`src/hdl/dciq_pkg.sv`:
```
// ----------------------------------------------------------------------------
// dciq_pkg
// Shared constants, codes and the result type of the DC / IQ correction
// search sequencer.
// ----------------------------------------------------------------------------
`default_nettype none

package dciq_pkg;

  // Item kinds on the input stream.
  localparam logic OP_START  = 1'b0;
  localparam logic OP_REPORT = 1'b1;

  // Search stages, as reported on the result stream.
  localparam logic [1:0] ST_DC   = 2'd0;
  localparam logic [1:0] ST_IQ   = 2'd1;
  localparam logic [1:0] ST_DONE = 2'd2;

  // Four passes per stage: coarse even arm, coarse odd arm, then fine.
  localparam logic [1:0] PASS_FIRST_FINE = 2'd2;
  localparam logic [1:0] PASS_LAST       = 2'd3;

  // Search geometry.
  localparam int DC_SCALE_RX = 64;
  localparam int DC_SCALE_TX = 128;
  localparam int IQ_SPAN     = 512;
  localparam int COARSE_STEP = 8;
  localparam int FINE_HALF   = 8;
  localparam int GAIN_FULL   = 2047;

  // Signed working width of trial codes: holds +-IQ_SPAN plus a step.
  localparam int IDX_W  = $clog2(IQ_SPAN) + 3;
  localparam int STEP_W = $clog2(COARSE_STEP + 1);

  localparam int LEVEL_W = 16;
  localparam int DC_W    = 8;
  localparam int IQ_W    = 10;
  localparam int GW_W    = 11;

  // Configuration register map (word index from byte address bit 2).
  localparam logic REG_TX_MODE = 1'b0;

  typedef struct packed {
    logic              done_res;
    logic [GW_W-1:0]   gain_word_q;
    logic [GW_W-1:0]   gain_word_i;
    logic signed [IQ_W-1:0] trial_phase_corr;
    logic signed [IQ_W-1:0] trial_gain_corr;
    logic signed [DC_W-1:0] trial_dc_q;
    logic signed [DC_W-1:0] trial_dc_i;
    logic [1:0]        stage;
  } dciq_result_t;

endpackage

`default_nettype wire

```
`src/hdl/dc_iq_correction_search_top.sv`:
```
// ----------------------------------------------------------------------------
// dc_iq_correction_search_top
// Coarse-to-fine coordinate search sequencer for DC offset and IQ
// imbalance calibration, with stream ports and an APB register port.
// ----------------------------------------------------------------------------
// A result transaction passes through the input register, then the result
// register, before it is valid on the result stream.
// Throughput: one transaction per cycle while the result stream does not
// stall; the dciq_core state update between the two registers sets that figure.
// Reset (synchronous, active high) leaves the search done with all best codes
// at zero, tx_mode at zero and both stream stages empty.
`default_nettype none

module dc_iq_correction_search_top (
  input  wire logic        clk,
  input  wire logic        rst,
  // Input stream.
  input  wire logic        s_axis_tvalid,
  output logic             s_axis_tready,
  input  wire logic [15:0] s_axis_tdata,   // [15:0] level (signed Q8.8 dB)
  input  wire logic        s_axis_tuser,   // [0] opcode
  // Result stream.
  output logic             m_axis_tvalid,
  input  wire logic        m_axis_tready,
  // [7:0] trial_dc_i, [15:8] trial_dc_q, [25:16] trial_gain_corr,
  // [35:26] trial_phase_corr, [46:36] gain_word_i, [57:47] gain_word_q,
  // [63:58] zero
  output logic [63:0]      m_axis_tdata,
  output logic [2:0]       m_axis_tuser,   // [1:0] stage, [2] done_res
  // Configuration port.
  input  wire logic        psel,
  input  wire logic        penable,
  input  wire logic        pwrite,
  input  wire logic [2:0]  paddr,
  input  wire logic [31:0] pwdata,
  output logic [31:0]      prdata,
  output logic             pready
);

  import dciq_pkg::*;

  // Configuration register. Only the word index (address bit 2) is decoded.
  logic tx_mode;

  // Input register stage.
  logic                      in_valid;
  logic                      in_opcode;
  logic signed [LEVEL_W-1:0] in_level;

  // Result register stage.
  logic                      out_valid;
  dciq_result_t              out_res;

  logic                      advance;
  dciq_result_t              core_res;

  assign pready = 1'b1;

  always_ff @(posedge clk) begin
    if (rst) begin
      tx_mode <= 1'b0;
    end else if (psel && penable && pwrite && pready && (paddr[2] == REG_TX_MODE)) begin
      tx_mode <= pwdata[0];
    end
  end

  always_comb begin
    prdata = '0;
    if (paddr[2] == REG_TX_MODE) begin
      prdata[0] = tx_mode;
    end
  end

  // The held item is processed when the result register is free or is being
  // emptied in the same cycle; the input stage then refills at once.
  assign advance       = in_valid && (!out_valid || m_axis_tready);
  assign s_axis_tready = !in_valid || advance;

  always_ff @(posedge clk) begin
    if (rst) begin
      in_valid <= 1'b0;
    end else if (s_axis_tready) begin
      in_valid <= s_axis_tvalid;
    end
  end

  always_ff @(posedge clk) begin
    if (s_axis_tvalid && s_axis_tready) begin
      in_opcode <= s_axis_tuser;
      in_level  <= s_axis_tdata;
    end
  end

  dciq_core u_core (
    .clk        (clk),
    .rst        (rst),
    .item_valid (advance),
    .opcode     (in_opcode),
    .level      (in_level),
    .tx_mode    (tx_mode),
    .result     (core_res)
  );

  always_ff @(posedge clk) begin
    if (rst) begin
      out_valid <= 1'b0;
    end else if (advance) begin
      out_valid <= 1'b1;
    end else if (m_axis_tready) begin
      out_valid <= 1'b0;
    end
  end

  always_ff @(posedge clk) begin
    if (advance) begin
      out_res <= core_res;
    end
  end

  assign m_axis_tvalid = out_valid;
  assign m_axis_tdata  = {6'b0,
                          out_res.gain_word_q,
                          out_res.gain_word_i,
                          out_res.trial_phase_corr,
                          out_res.trial_gain_corr,
                          out_res.trial_dc_q,
                          out_res.trial_dc_i};
  assign m_axis_tuser  = {out_res.done_res, out_res.stage};

endmodule

`default_nettype wire

```
`src/hdl/dciq_core.sv`:
```
// ----------------------------------------------------------------------------
// dciq_core
// Search state and the combinational update that turns one item into the
// next trial setting.
// ----------------------------------------------------------------------------
`default_nettype none

module dciq_core (
  input  wire logic                         clk,
  input  wire logic                         rst,
  input  wire logic                         item_valid,
  input  wire logic                         opcode,
  input  wire logic signed [15:0]           level,
  input  wire logic                         tx_mode,
  output dciq_pkg::dciq_result_t            result
);

  import dciq_pkg::*;

  // Search state.
  logic [1:0]                search_stage, search_stage_next;
  logic [1:0]                pass_number, pass_number_next;
  logic signed [IDX_W-1:0]   trial_index, trial_index_next;
  logic signed [IDX_W-1:0]   pass_stop, pass_stop_next;
  logic [STEP_W-1:0]         pass_step, pass_step_next;
  logic signed [DC_W-1:0]    best_dc_i, best_dc_i_next;
  logic signed [DC_W-1:0]    best_dc_q, best_dc_q_next;
  logic signed [IQ_W-1:0]    best_gain, best_gain_next;
  logic signed [IQ_W-1:0]    best_phase, best_phase_next;
  logic signed [LEVEL_W-1:0] min_level, min_level_next;

  // Working values.
  logic                      start_pass;
  logic signed [IDX_W-1:0]   step_ext;
  logic signed [IDX_W-1:0]   idx_sum;
  logic signed [IDX_W-1:0]   span;
  logic signed [IDX_W-1:0]   neg_span;
  logic signed [IDX_W-1:0]   center;
  logic signed [IDX_W-1:0]   lo_fine;
  logic signed [IDX_W-1:0]   hi_fine;
  logic signed [DC_W-1:0]    cur_di, cur_dq, out_di, out_dq;
  logic signed [IQ_W-1:0]    cur_g, cur_p, out_g, out_p;

  localparam logic signed [IDX_W-1:0] HALF_W = IDX_W'(FINE_HALF);
  localparam logic signed [IDX_W-1:0] ONE_W  = IDX_W'(1);

  // Trial applied for the current state; the measurement refers to it.
  always_comb begin
    cur_di = best_dc_i;
    cur_dq = best_dc_q;
    cur_g  = best_gain;
    cur_p  = best_phase;
    if (search_stage == ST_DC) begin
      cur_g = '0;
      cur_p = '0;
      if (!pass_number[0]) begin
        cur_dq = trial_index[DC_W-1:0];
      end else begin
        cur_di = trial_index[DC_W-1:0];
      end
    end else begin
      if (!pass_number[0]) begin
        cur_g = trial_index[IQ_W-1:0];
      end else begin
        cur_p = trial_index[IQ_W-1:0];
      end
    end
  end

  assign step_ext = $signed({{(IDX_W-STEP_W){1'b0}}, pass_step});
  assign idx_sum  = trial_index + step_ext;

  // Next state.
  always_comb begin
    search_stage_next = search_stage;
    pass_number_next  = pass_number;
    trial_index_next  = trial_index;
    pass_stop_next    = pass_stop;
    pass_step_next    = pass_step;
    best_dc_i_next    = best_dc_i;
    best_dc_q_next    = best_dc_q;
    best_gain_next    = best_gain;
    best_phase_next   = best_phase;
    min_level_next    = min_level;
    start_pass        = 1'b0;
    span              = '0;
    neg_span          = '0;
    center            = '0;
    lo_fine           = '0;
    hi_fine           = '0;

    if (opcode == OP_START) begin
      search_stage_next = ST_DC;
      pass_number_next  = '0;
      best_dc_i_next    = '0;
      best_dc_q_next    = '0;
      best_gain_next    = '0;
      best_phase_next   = '0;
      min_level_next    = '0;
      start_pass        = 1'b1;
    end else if (!search_stage[1]) begin
      if (level < min_level) begin
        min_level_next = level;
        if (search_stage == ST_DC) begin
          best_dc_i_next = cur_di;
          best_dc_q_next = cur_dq;
        end else begin
          best_gain_next  = cur_g;
          best_phase_next = cur_p;
        end
      end
      if (idx_sum < pass_stop) begin
        trial_index_next = idx_sum;
      end else if (pass_number == PASS_LAST) begin
        pass_number_next = '0;
        if (search_stage == ST_DC) begin
          search_stage_next = ST_IQ;
          min_level_next    = '0;
          start_pass        = 1'b1;
        end else begin
          search_stage_next = ST_DONE;
        end
      end else begin
        pass_number_next = pass_number + 2'd1;
        start_pass       = 1'b1;
      end
    end

    // Set up the bounds of a new pass from the updated state.
    if (start_pass) begin
      if (search_stage_next == ST_DC) begin
        span = tx_mode ? IDX_W'(DC_SCALE_TX) : IDX_W'(DC_SCALE_RX);
      end else begin
        span = IDX_W'(IQ_SPAN);
      end
      neg_span = -span;
      if (pass_number_next == PASS_FIRST_FINE) begin
        min_level_next = '0;
      end
      if (pass_number_next[1]) begin
        if (search_stage_next == ST_DC) begin
          center = !pass_number_next[0]
                 ? IDX_W'(best_dc_q_next) : IDX_W'(best_dc_i_next);
        end else begin
          center = !pass_number_next[0]
                 ? IDX_W'(best_gain_next) : IDX_W'(best_phase_next);
        end
        if (center < neg_span) begin
          center = neg_span;
        end
        if (center > span - ONE_W) begin
          center = span - ONE_W;
        end
        lo_fine = center - HALF_W;
        hi_fine = center + HALF_W;
        trial_index_next = (lo_fine > neg_span) ? lo_fine : neg_span;
        pass_stop_next   = (hi_fine < span) ? hi_fine : span;
        pass_step_next   = STEP_W'(1);
      end else begin
        trial_index_next = neg_span;
        pass_stop_next   = span;
        pass_step_next   = STEP_W'(COARSE_STEP);
      end
    end
  end

  // Result from the updated state.
  always_comb begin
    out_di = best_dc_i_next;
    out_dq = best_dc_q_next;
    out_g  = best_gain_next;
    out_p  = best_phase_next;
    if (search_stage_next == ST_DC) begin
      out_g = '0;
      out_p = '0;
      if (!pass_number_next[0]) begin
        out_dq = trial_index_next[DC_W-1:0];
      end else begin
        out_di = trial_index_next[DC_W-1:0];
      end
    end else if (search_stage_next == ST_IQ) begin
      if (!pass_number_next[0]) begin
        out_g = trial_index_next[IQ_W-1:0];
      end else begin
        out_p = trial_index_next[IQ_W-1:0];
      end
    end

    result.stage            = search_stage_next[1] ? ST_DONE : search_stage_next;
    result.done_res         = search_stage_next[1];
    result.trial_dc_i       = out_di;
    result.trial_dc_q       = out_dq;
    result.trial_gain_corr  = out_g;
    result.trial_phase_corr = out_p;
    result.gain_word_i      = out_g[IQ_W-1]
                            ? GW_W'(GAIN_FULL) + {out_g[IQ_W-1], out_g}
                            : GW_W'(GAIN_FULL);
    result.gain_word_q      = (!out_g[IQ_W-1] && (out_g != '0))
                            ? GW_W'(GAIN_FULL) - {out_g[IQ_W-1], out_g}
                            : GW_W'(GAIN_FULL);
  end

  always_ff @(posedge clk) begin
    if (rst) begin
      search_stage <= ST_DONE;
      pass_number  <= '0;
      trial_index  <= '0;
      pass_stop    <= '0;
      pass_step    <= STEP_W'(COARSE_STEP);
      best_dc_i    <= '0;
      best_dc_q    <= '0;
      best_gain    <= '0;
      best_phase   <= '0;
      min_level    <= '0;
    end else if (item_valid) begin
      search_stage <= search_stage_next;
      pass_number  <= pass_number_next;
      trial_index  <= trial_index_next;
      pass_stop    <= pass_stop_next;
      pass_step    <= pass_step_next;
      best_dc_i    <= best_dc_i_next;
      best_dc_q    <= best_dc_q_next;
      best_gain    <= best_gain_next;
      best_phase   <= best_phase_next;
      min_level    <= min_level_next;
    end
  end

endmodule

`default_nettype wire
```
`config.mk`:
```
export PLATFORM = sky130hd
export DESIGN_NAME = dc_iq_correction_search_top
export DESIGN_NICKNAME = d
export VERILOG_FILES = /design/src/hdl/dciq_pkg.sv /design/src/hdl/dc_iq_correction_search_top.sv /design/src/hdl/dciq_core.sv
export SDC_FILE = /design/constraint.sdc
export NUM_CORES = 1
export LEC_CHECK = 0
export ABC_CLOCK_PERIOD_IN_PS = 15150
export BUFFER_PORTS_ARGS = -buffer_cell sky130_fd_sc_hd__buf_2
export CORE_ASPECT_RATIO = 0.5
export CORE_MARGIN = 8
export CORE_UTILIZATION = 57
export DETAILED_ROUTE_END_ITERATION = 8
export HOLD_SLACK_MARGIN = 0.05
export PLACE_DENSITY = 0.83
export RECOVER_POWER = 25
export SLEW_MARGIN = 30
export SYNTH_ARGS = -nofsm -noshare
export SYNTH_HDL_FRONTEND = slang
export SYNTH_SLANG_ARGS = --single-unit
```
`constraint.sdc`:
```
create_clock -name clk -period 15.15 [get_ports clk]
set_input_delay 1.515 -clock clk [delete_from_list [all_inputs] [get_ports clk]]
set_output_delay 1.515 -clock clk [all_outputs]
set_load 0.05 [all_outputs]
```
==> impl_metrics.tcl <==
set metrics [dict create \
    run_status "finished with violations" \
    failed_checks "capacitance limit, slew limit" \
    hold_path.class "reg -> reg" \
    synth-simple-area-share_pct 20.5 \
    grt_util_all_layers_pct 26.0 \
    detail-route-antenna-nets 0 \
    cp_max_fo 20 \
    cts.root.buffer_cell "sky130_fd_sc_hd__clkbuf_16" \
    layout_cell_share_with_drive_strength_beyond_1_pct 12.9 \
    sequentialPowerShare_pct 37.6 \
    clock_sinks 161 \
    clock.fmax_ghz 0.0734 \
    globalplace.congestion 0.972 \
    yosysWarningCount 0 \
    io-pin-count 161 \
    met2_usage_pct 39.9 \
    area_delta_synth_final_pct 9.49 \
    yosys_register_bits 161 \
    dominantRegCellSynth "sky130_fd_sc_hd__dfxtp_1" \
    antenna_found_initial 1 \
    wire_length_of_the_first_global_routing_pass_mm 48.9 \
    core_area_um2 18100 \
    worst_path_max_delay_cell "sky130_fd_sc_hd__a31oi_1" \
    synth_compound_area_share_pct 18.9 \
    setup_total_negative_slack_ps 0 \
    power.internal_uw 827 \
    setup_repair_after_global_routing_missed_its_margin "false" \
    die_x_um 207 \
    nNetsFinal 1360 \
    gr-total-overflow 0 \
    cts_hold_repair.buffers 0 \
    dpl.hpwl_mm 22.4 \
    synthesis.instances 1189 \
    yosysSeqAreaShare_pct 38.3 \
    routed_wl_mm 30.9 \
    clk_path_buf_depth 2 \
    slew_viol_final 86 \
    cts_resized 0 \
    slew-limit-headroom_pct -172 \
    worst_setup_path_end_kind "flip-flop" \
    ys_async_sr_fraction_pct 0 \
    setup_viol 0 \
    htree_num_levels 4 \
    placementRows 35 \
    power_switching_share_pct 35.1 \
    worst-endpoint-required_ps 15430 \
    p_per_area_nw_per_um2 112 \
    tightestPinTransition_ps 4070 \
    number_of_diodes_added_for_antenna_fixing 0 \
    pwr-share-comb_pct 26.9 \
    grt_util_met1_pct 35.1 \
    power.static_leakage_nw 4.18 \
    detail_route.vias_per_cell 6.26 \
    worst_skew_pair.late_latency_ps 440 \
    grt_max_degree 86 \
    muxShareOfSynthArea_pct 5.23 \
    final_common_cell "sky130_fd_sc_hd__nand2_1" \
    synth.avg_cell_area_um2 8.76 \
    die_height_um 112 \
    count_of_port_buffers_added_during_placement 89 \
    synth_xor_xnor_area_share_pct 3.03 \
    final_hold_viols 0 \
    grt_use_met3_pct 8.22 \
    timing.critical_path.arrival_ps 13910 \
    critPathLaunchType "flip-flop" \
    gr-max-usage-layer "met2" \
    cp_common_cell "sky130_fd_sc_hd__ha_1" \
    clkTransAtPathRegs_ps 70 \
    timing.final.crit_period_ps 13620 \
    clock-skew-final_ps 14.0 \
    drv_cap 1 \
    vdd.ir_drop.worst_uv 85.6 \
    power_frac_clock_pct 35.5 \
    initial_core_util_pct 57.4 \
    critPathKind "reg -> reg" \
    route.vias.total 9388 \
    die_area_um2 23100 \
    whs_ps 452 \
    cts_post_setup_buffers_inserted 0 \
    drt_pre_antenna_iters 6 \
    largest_family_of_logic_cells_by_synthesized_area "simple AND/OR/NAND/NOR gates" \
    dr.first_iter.drc_count 1448 \
    average_detailed_routed_wire_length_per_instance_um 20.6 \
    synth_edf_count 76 \
    vias_in_the_first_global_route 9005 \
    netlist_area_um2 10400 \
    route.detailed.drc 0 \
    numCtsBuffers 17 \
    cp_slowest_stage_delay_ps 730 \
    post_synth_fa_ha_maj_area_fraction_pct 6.49 \
    power.net_switching_uw 448 \
    cts_tree "yes" \
    synth_cell_type_count 95 \
    fin_crit_sh_pct 89.9 \
    most-common-layout-cells "sky130_fd_sc_hd__nand2_1, sky130_fd_sc_hd__nor2_1, sky130_fd_sc_hd__dfxtp_1" \
]
==> registers in the layout, indices dropped and copies added, names as in the netlist, 8 cells and up <==
register / flops
u_core.best_phase: 10
m_axis_tdata: 57
u_core.pass_stop: 12
in_level: 16
u_core.best_gain: 10
u_core.best_dc_q: 8
u_core.min_level: 16
u_core.best_dc_i: 8
u_core.trial_index: 12
==> cell families after synthesis <==
logic type	after synthesis
AO/OA/AOI/OAI	279
XOR/XNOR	36
adder cells (fa/ha/maj)	54
buffers and inverters	158
flip-flops	161
multiplexers	51
other	2
AND/OR/NAND/NOR	448
==> layout make-up <==
type                    instances  area, um2
fillers                      1542       6730
clock buffers                  18        429
inverters                      50        189
multi-input cells             911       5800
clock inverters                14        176
well taps                     240        300
flip-flops and latches        161       3980
repair buffers                106        523
==> power by group through the flow <==
| stage | Combinational [mW] | Sequential (mW) | Clock, mW |
|---|---|---|---|
| finish | 0.343 | 0.479 | 0.453 |
| global route | 0.368 | 0.480 | 0.470 |
| CTS | 0.334 | 0.478 | 0.454 |
| detailed placement | 0.332 | 0.488 | 0 |
| global placement | 0.326 | 0.487 | 0 |
| floorplan | 0.250 | 0.499 | 0 |
==> synth_stat cells, types with 11 or more instances <==
master,instances,area (um2)
sky130_fd_sc_hd__nand2_1,155,582
sky130_fd_sc_hd__nor2_1,135,507
sky130_fd_sc_hd__dfxtp_1,85,1700
sky130_fd_sc_hd__a21oi_1,77,385
sky130_fd_sc_hd__edfxtp_1,76,2280
sky130_fd_sc_hd__ha_1,54,676
sky130_fd_sc_hd__inv_1,48,180
sky130_fd_sc_hd__nand3_1,47,235
sky130_fd_sc_hd__clkbuf_1,45,169
sky130_fd_sc_hd__buf_4,43,323
sky130_fd_sc_hd__o21ai_0,40,200
sky130_fd_sc_hd__mux2i_1,35,350
sky130_fd_sc_hd__a22oi_1,26,195
sky130_fd_sc_hd__nor3_1,25,125
sky130_fd_sc_hd__xor2_1,21,184
sky130_fd_sc_hd__a32oi_1,15,131
sky130_fd_sc_hd__xnor2_1,15,131
sky130_fd_sc_hd__a211oi_1,14,105
sky130_fd_sc_hd__mux2_2,12,135
sky130_fd_sc_hd__o21ai_1,11,55.1
==> per-stage QoR <==
step / total power, mW / instance area, um2 / worst slack [ps] / util [%] / cells
floorplan: 0.749 / 10600 / 4340 / - / 1230
global placement: 0.812 / 10800 / 2370 / 59.8 / 1468
detailed placement: 0.820 / 10800 / 2060 / 59.8 / 1468
CTS: 1.27 / 11500 / 1970 / 63.2 / 1500
global route: 1.32 / 11400 / 1080 / 62.9 / 1500
finish: 1.27 / 11400 / 1530 / 62.9 / 1500
==> metal layers <==
| layer | part of all wire [%] | wire, um |
|---|---|---|
| met1 | 43 | 13400 |
| met3 | 11 | 3430 |
| met4 | 1.9 | 594 |
| met5 | 0.042 | 13 |
| met2 | 44 | 13500 |
==> path summary, 6_finish.rpt <==
kind | start | endpoint | slack (ps) | cells after the start
max | u_core.trial_index[0] | m_axis_tdata[48] | 1530 | 47
min | u_core.pass_stop[4] | u_core.pass_stop[4] | 450 | 2
max reg2reg | u_core.trial_index[0] | m_axis_tdata[48] | 1530 | 47
min reg2reg | u_core.pass_stop[4] | u_core.pass_stop[4] | 450 | 2
==> critical path: cells and delay by family (launching register included) <==
kind            cells  cell delay, ps
compound gates     12            3520
xor+xnor            2             610
fa+ha+maj           9            2800
buf+inv             4             880
flops               1             610
mux                 1             400
simple gates       19            4620
No activity file was read; power rests on OpenSTA's default activity.
